$ cat config.mk
export PLATFORM = sky130hd
export DESIGN_NAME = cbsfa_ctrl
export DESIGN_NICKNAME = d
export VERILOG_FILES = /design/src/rtl/cbsfa_pkg.sv /design/src/rtl/cbsfa_ctrl.sv
export SDC_FILE = /design/constraint.sdc
export NUM_CORES = 1
export LEC_CHECK = 0
export BUFFER_PORTS_ARGS = -buffer_cell sky130_fd_sc_hd__clkbuf_2
export CAP_MARGIN = 20
export CORE_AREA = 2 2 39 41
export DETAILED_ROUTE_END_ITERATION = 10
export DIE_AREA = 0 0 41 43
export PLACE_DENSITY = 0.77
export SETUP_SLACK_MARGIN = 0.05
export SLEW_MARGIN = 10
export SYNTH_ARGS = -nofsm -noshare
export SYNTH_HDL_FRONTEND = slang
export SYNTH_SLANG_ARGS = --single-unit
$ cat constraint.sdc
create_clock -name clk -period 3.4 [get_ports clk]
set_input_delay 0.51 -clock clk [delete_from_list [all_inputs] [get_ports clk]]
set_output_delay 0.51 -clock clk [all_outputs]
set_load 0.03 [all_outputs]
$ cat src/rtl/cbsfa_pkg.sv
// ----------------------------------------------------------------------------
// CAN byte stream frame adapter package
// Shared widths, function codes and the controller/datapath handshake types.
// ----------------------------------------------------------------------------
package cbsfa_pkg;

	localparam int BYTE_W      = 8;
	localparam int TOTAL_W     = 12;
	localparam int LEN_W       = 4;
	localparam int FRAME_BYTES = 8;
	localparam int FRAME_W     = FRAME_BYTES * BYTE_W;
	localparam int POS_W       = 3;

	// Request function codes
	localparam logic [1:0] FUNC_SEND = 2'd0;
	localparam logic [1:0] FUNC_DONE = 2'd1;
	localparam logic [1:0] FUNC_RECV = 2'd2;
	localparam logic [1:0] FUNC_READ = 2'd3;

	// Commands from the controller to the datapath
	typedef struct packed {
		logic cap;        // latch an accepted request, clear the result
		logic admit;      // size the send request from free space
		logic tx_wr;      // push the send byte if admission allows
		logic clr_busy;   // transmitter reports done
		logic tx_start;   // open a frame
		logic tx_rd;      // pop one transmit ring byte into the frame
		logic rx_wr;      // append one received byte
		logic rx_rd;      // pop one receive ring byte
		logic load_out;   // move the result into the output register
	} cbsfa_cmd_t;

	// Status from the datapath to the controller
	typedef struct packed {
		logic [1:0] func;
		logic       first;
		logic       last;
		logic       tx_go;
		logic       tx_more;
		logic       rx_more;
		logic       rx_nonempty;
		logic       out_free;
	} cbsfa_stat_t;

endpackage

$ cat src/rtl/cbsfa_ctrl.sv
// ----------------------------------------------------------------------------
// CAN byte stream frame adapter controller
// Sequences one request at a time through admission, ring access and result.
// ----------------------------------------------------------------------------
module cbsfa_ctrl (
	input  logic                  clk,
	input  logic                  arst_n,
	input  logic                  in_valid,
	output logic                  in_stall,
	input  cbsfa_pkg::cbsfa_stat_t stat,
	output cbsfa_pkg::cbsfa_cmd_t  cmd
);

	typedef enum logic [3:0] {
		S_IDLE,
		S_DISP,
		S_ADMIT,
		S_WR,
		S_TX_CHK,
		S_TX_RD,
		S_RX_WR,
		S_RD,
		S_RD_WAIT,
		S_FIN
	} state_t;

	state_t state_q;
	state_t state_d;
	logic   stall_q;
	logic   accept;

	assign in_stall = stall_q;
	assign accept   = in_valid && !stall_q;

	// Decode commands and next state
	always_comb begin
		cmd     = '0;
		state_d = state_q;
		unique case (state_q)
			S_IDLE: begin
				if (accept) begin
					cmd.cap = 1'b1;
					state_d = S_DISP;
				end
			end
			S_DISP: begin
				unique case (stat.func)
					cbsfa_pkg::FUNC_SEND: state_d = stat.first ? S_ADMIT : S_WR;
					cbsfa_pkg::FUNC_DONE: begin
						cmd.clr_busy = 1'b1;
						state_d      = S_TX_CHK;
					end
					cbsfa_pkg::FUNC_RECV: state_d = S_RX_WR;
					default:              state_d = S_RD;
				endcase
			end
			S_ADMIT: begin
				cmd.admit = 1'b1;
				state_d   = S_WR;
			end
			S_WR: begin
				cmd.tx_wr = 1'b1;
				state_d   = stat.last ? S_TX_CHK : S_FIN;
			end
			S_TX_CHK: begin
				if (stat.tx_go) begin
					cmd.tx_start = 1'b1;
					state_d      = S_TX_RD;
				end else begin
					state_d = S_FIN;
				end
			end
			S_TX_RD: begin
				if (stat.tx_more) begin
					cmd.tx_rd = 1'b1;
				end else begin
					state_d = S_FIN;
				end
			end
			S_RX_WR: begin
				if (stat.rx_more) begin
					cmd.rx_wr = 1'b1;
				end else begin
					state_d = S_FIN;
				end
			end
			S_RD: begin
				if (stat.rx_nonempty) begin
					cmd.rx_rd = 1'b1;
					state_d   = S_RD_WAIT;
				end else begin
					state_d = S_FIN;
				end
			end
			S_RD_WAIT: begin
				state_d = S_FIN;
			end
			S_FIN: begin
				if (stat.out_free) begin
					cmd.load_out = 1'b1;
					state_d      = S_IDLE;
				end
			end
			default: begin
				state_d = S_IDLE;
			end
		endcase
	end

	// Hold state and the registered stall
	always_ff @(posedge clk or negedge arst_n) begin
		if (!arst_n) begin
			state_q <= S_IDLE;
			stall_q <= 1'b0;
		end else begin
			state_q <= state_d;
			if (accept) begin
				stall_q <= 1'b1;
			end else if (state_q == S_FIN && stat.out_free) begin
				stall_q <= 1'b0;
			end
		end
	end

endmodule

### Word-level counts from Yosys, hierarchy flattened

Cells that the tools add are included.

| word-level totals | value |
|---|---|
| bits in latches | 0 |
| register bits | 5 |
| bits in writable memories | 0 |
| memories | 0 |
| bits in read-only memories | 0 |
| logic and storage cells | 52 |
| input bits | 12 |

| cells by class | value |
|---|---|
| order comparisons | 0 |
| add/subtract/negate cells | 0 |
| muxes and demuxes | 28 |
| reduce and logical (&&, ||, !) cells | 7 |
| div/mod/pow operators | 0 |
| multiply operators | 0 |
| shift-type cells | 0 |
| equality and inequality tests | 15 |
| bitwise operators | 0 |

Operators by type and width:

| cell | number |
|---|---|
| case mux 4 bit (10 select lines) | 1 |
| two-way mux 4 bit | 6 |
| two-way mux 1 bit | 20 |
| equality test 4 x 3 -> 1 bit, second input constant | 4 |
| case mux 3 bit (3 select lines) | 1 |
| equality test 4 x 2 -> 1 bit, second input constant | 2 |
| equality test 4 bit, second input constant | 2 |
| inequality test 2 bit, second input constant | 4 |
| equality test 4 x 1 -> 1 bit, second input constant | 1 |
| zero test 4 bit | 1 |
| AND reduction 4 bit | 1 |
| equality test 2 x 1 -> 1 bit, second input constant | 1 |
| equality test 2 bit, second input constant | 1 |
| logical AND 1 bit | 2 |
| zero test 2 bit | 1 |
| nonzero test 2 bit | 1 |
| zero test 1 bit | 1 |

### Depth between registers and ports, before layout

| depth | value |
|---|---|
| word-level depth | 4 |
| mapped depth | 5 |
| mapped depth without buffers | 5 |

### Worst setup path after synthesis

No wires, ideal clock.

| timing path | value |
|---|---|
| path kind | flip-flop to output port |
| from | register state_q[0] |
| to | output port cmd[7] (netlist name) |
| cell stages (with the launch flop) | 3 |
| path slack | 1.366 ns |
| buffers on the path | 1 |
| arrival time | 1.524 ns |
| cells stage by stage | dfrtp_1 > buf_2 > nor4_1 |

RTL lines:

| what | line | text |
|---|---|---|
| start, declared | cbsfa_ctrl.sv:27 | `state_t state_q;` |
| start signal, assigned | cbsfa_ctrl.sv:116 | `state_q <= state_d;` |
| end, declared | cbsfa_ctrl.sv:11 | `output cbsfa_pkg::cbsfa_cmd_t cmd` |

==> results.yml <==
setup_path:
  cp.depth: 4
  cp_slowest_cell: "dfrtp_1"
  cp_top_family: "simple AND/OR/NAND/NOR gates"
  cp_common_cell: "nor2_1"
  critPathCaptureType: "primary output"
  reg2reg_depth: 4
  critical_path.max_fanout: 9
  critical_path_buf_inv_count: 1
  crit_type: "reg2out"
  crit_required_ns: 2.89
  cp_slowest_stage_delay_ns: 0.51
  cp.arrival_ns: 1.55
  cp-start-kind: "register"
  crit_chain: "nor2_1 -> nand2_1 -> nor2_1 -> clkbuf_2"
placement:
  gp_congestion: 0.753
  port_buffers: 21
  hpwl_um: 892
cells_and_area:
  final_cell_mix: "21 x clkbuf_2, 9 x nor2_1, 5 x dfrtp_1"
  antenna_cells: 0
  area_delta_synth_final_pct: 24.3
  fin_nets: 98
  final_common_cell: "clkbuf_2"
  layout-drive-gt1-share_pct: 39.0
timing:
  hold_ws_ns: 0.0745
  finalClockSkew_ns: 0.00296
  hold_violations: 0
  tns_ns: 0
  worstMarginPinSlew_ns: 0.410
  min_period_ns: 2.06
  setup_viol: 0
  slew_viol_final: 0
  rsz0062_at_grt: "no"
  finalCritPeriodShare_pct: 60.5
  relSlewSlack_pct: 72.6
  fmax_mhz: 486
detailed_routing:
  ant_nets: 0
  drt_first_pass_iters: 4
  drc: 0
  vias: 485
  wl_um: 1120
  viasPerCell: 4.95
  avgRoutedWirePerCell_um: 11.4
  drtIter0Drc: 6
synth:
  syn_nets: 75
  ys.flop_type: "dfrtp_1"
  synth-edff-count: 0
  synth_seq_area_share_pct: 23.8
  avgSynthCellArea_um2: 8.76
  yosys_warnings: 0
  synth_top_area_share_pct: 23.8
  ys_ff_latch: 5
  yosysTopAreaCell: "dfrtp_1"
  synthCells: 60
  synth_area_um2: 526
  synth_area_leaders: "dfrtp_1 24%, ha_1 7.1%, nor2_1 6.4%, nand3b_4 3.8%, and3_1 3.6%"
  async_flop_share_pct: 100
  synthDistinctLibCells: 32
grt:
  antenna_found_initial: 0
  grt_pass1_wl_um: 1790
  grt_max_degree: 15
  overflow: 0
  grtUsageTotal_pct: 15.0
  grt_pass1_vias: 447
floorplanning:
  io-pin-count: 22
  die_x_um: 41
  initial_utilization_pct: 38.0
  die_y_um: 43
  die_area_um2: 1760
  core_area_um2: 1380
  num_rows: 14
clocking:
  cts_tree: "yes"
  cts.repair.resized: 0
  cts_inserted_buffers: 3
  clk_latency_ns: 0.24
  postCtsHoldBufs: 0
  post_cts.repair.setup_buffers: 0
  cts_sinks: 5
  cts-root-buf: "clkbuf_4"
  cts_buffer_depth: 2
  clk_pin_slew_ns: 0.05
  htreeDepth: 1
flow_run:
  max_cap_violations: 0
pwr:
  p_int_w: 0.000279
  powerDensity_nw_per_um2: 817
  power.share.clock_pct: 13.1
  combPwrFrac_pct: 58.0
  p_leak_nw: 0.345
  p_sw_w: 0.000255
  switching_share_pct: 47.7
  power.share.sequential_pct: 28.9
  ir_drop_uv: 351
min_path:
  min-delay-path-class: "in2async"
run_status:
  status: "complete, no violations"
==> stage by stage <==
step	setup slack (ns)	cell area, um^2	std cells	power (W)	utilization, %
6_report	1.34	653	98	0.000534	47.2
4_1_cts	1.34	653	98	0.000535	47.2
3_3_place_gp	1.60	627	94	0.000461	45.3
5_1_grt	1.21	653	98	0.000580	47.2
3_5_place_dp	1.61	627	94	0.000463	45.3
2_1_floorplan	1.37	526	60	0.000414	-
==> layout make-up <==
class | instances | area, um^2
Sequential cell | 5 | 125
Inverter | 4 | 15.0
Timing Repair Buffer | 21 | 105
Fill cell | 129 | 731
Tap cell | 16 | 20.0
Multi-Input combinational cell | 48 | 362
Clock buffer | 4 | 26.3
==> path summary, 6_finish.rpt <==
kind,slack [ns],from,endpoint
max reg2reg,1.78,state_q[0],state_q[0]
min in group clk,0.54,in_stall,in_stall
max in group asynchronous,3.19,arst_n,state_q[1]
min reg2reg,0.54,in_stall,in_stall
min,0.07,arst_n,state_q[2]
max,1.34,state_q[2],cmd[8]
==> power groups by stage <==
stage	sequential, W	clock (W)	combinational, W
floorplan	0.000116	0	0.000297
global placement	0.000151	0	0.000310
detailed placement	0.000152	0	0.000311
CTS	0.000151	0.0000723	0.000312
global route	0.000161	0.0000796	0.000339
finish	0.000154	0.0000699	0.000310
==> per-layer routing <==
layer	wire length [um]	share of wire, %	vias to the layer above	track usage (%)
li1	-	-	255	-
met1	528	47	216	20.4
met2	528	47	14	20.0
met3	64	5.7	0	1.57
met4	0	0	0	12.7
met5	0	0	-	0
==> cell families after synthesis <==
kind of cell | share of synthesized area (%)
simple gates | 36.2
buf+inv | 7.38
fa+ha+maj | 7.14
mux | 4.76
compound gates | 20.7
flops | 23.8
==> sequential cells by signal, summed over array words and instances, names as in the netlist <==
| name | flops |
|---|---|
| in_stall | 1 |
| state_q | 4 |
==> Yosys cell counts (2+ instances only) <==
library cell  count
nor2_1            9
dfrtp_1           5
inv_1             4
nand2_1           4
and3_1            3
ha_1              3
nor2b_1           3
a21oi_1           2
a31oi_1           2
nand2b_1          2
o21ai_1           2
Note: power is estimated with default switching activity, not from simulation.
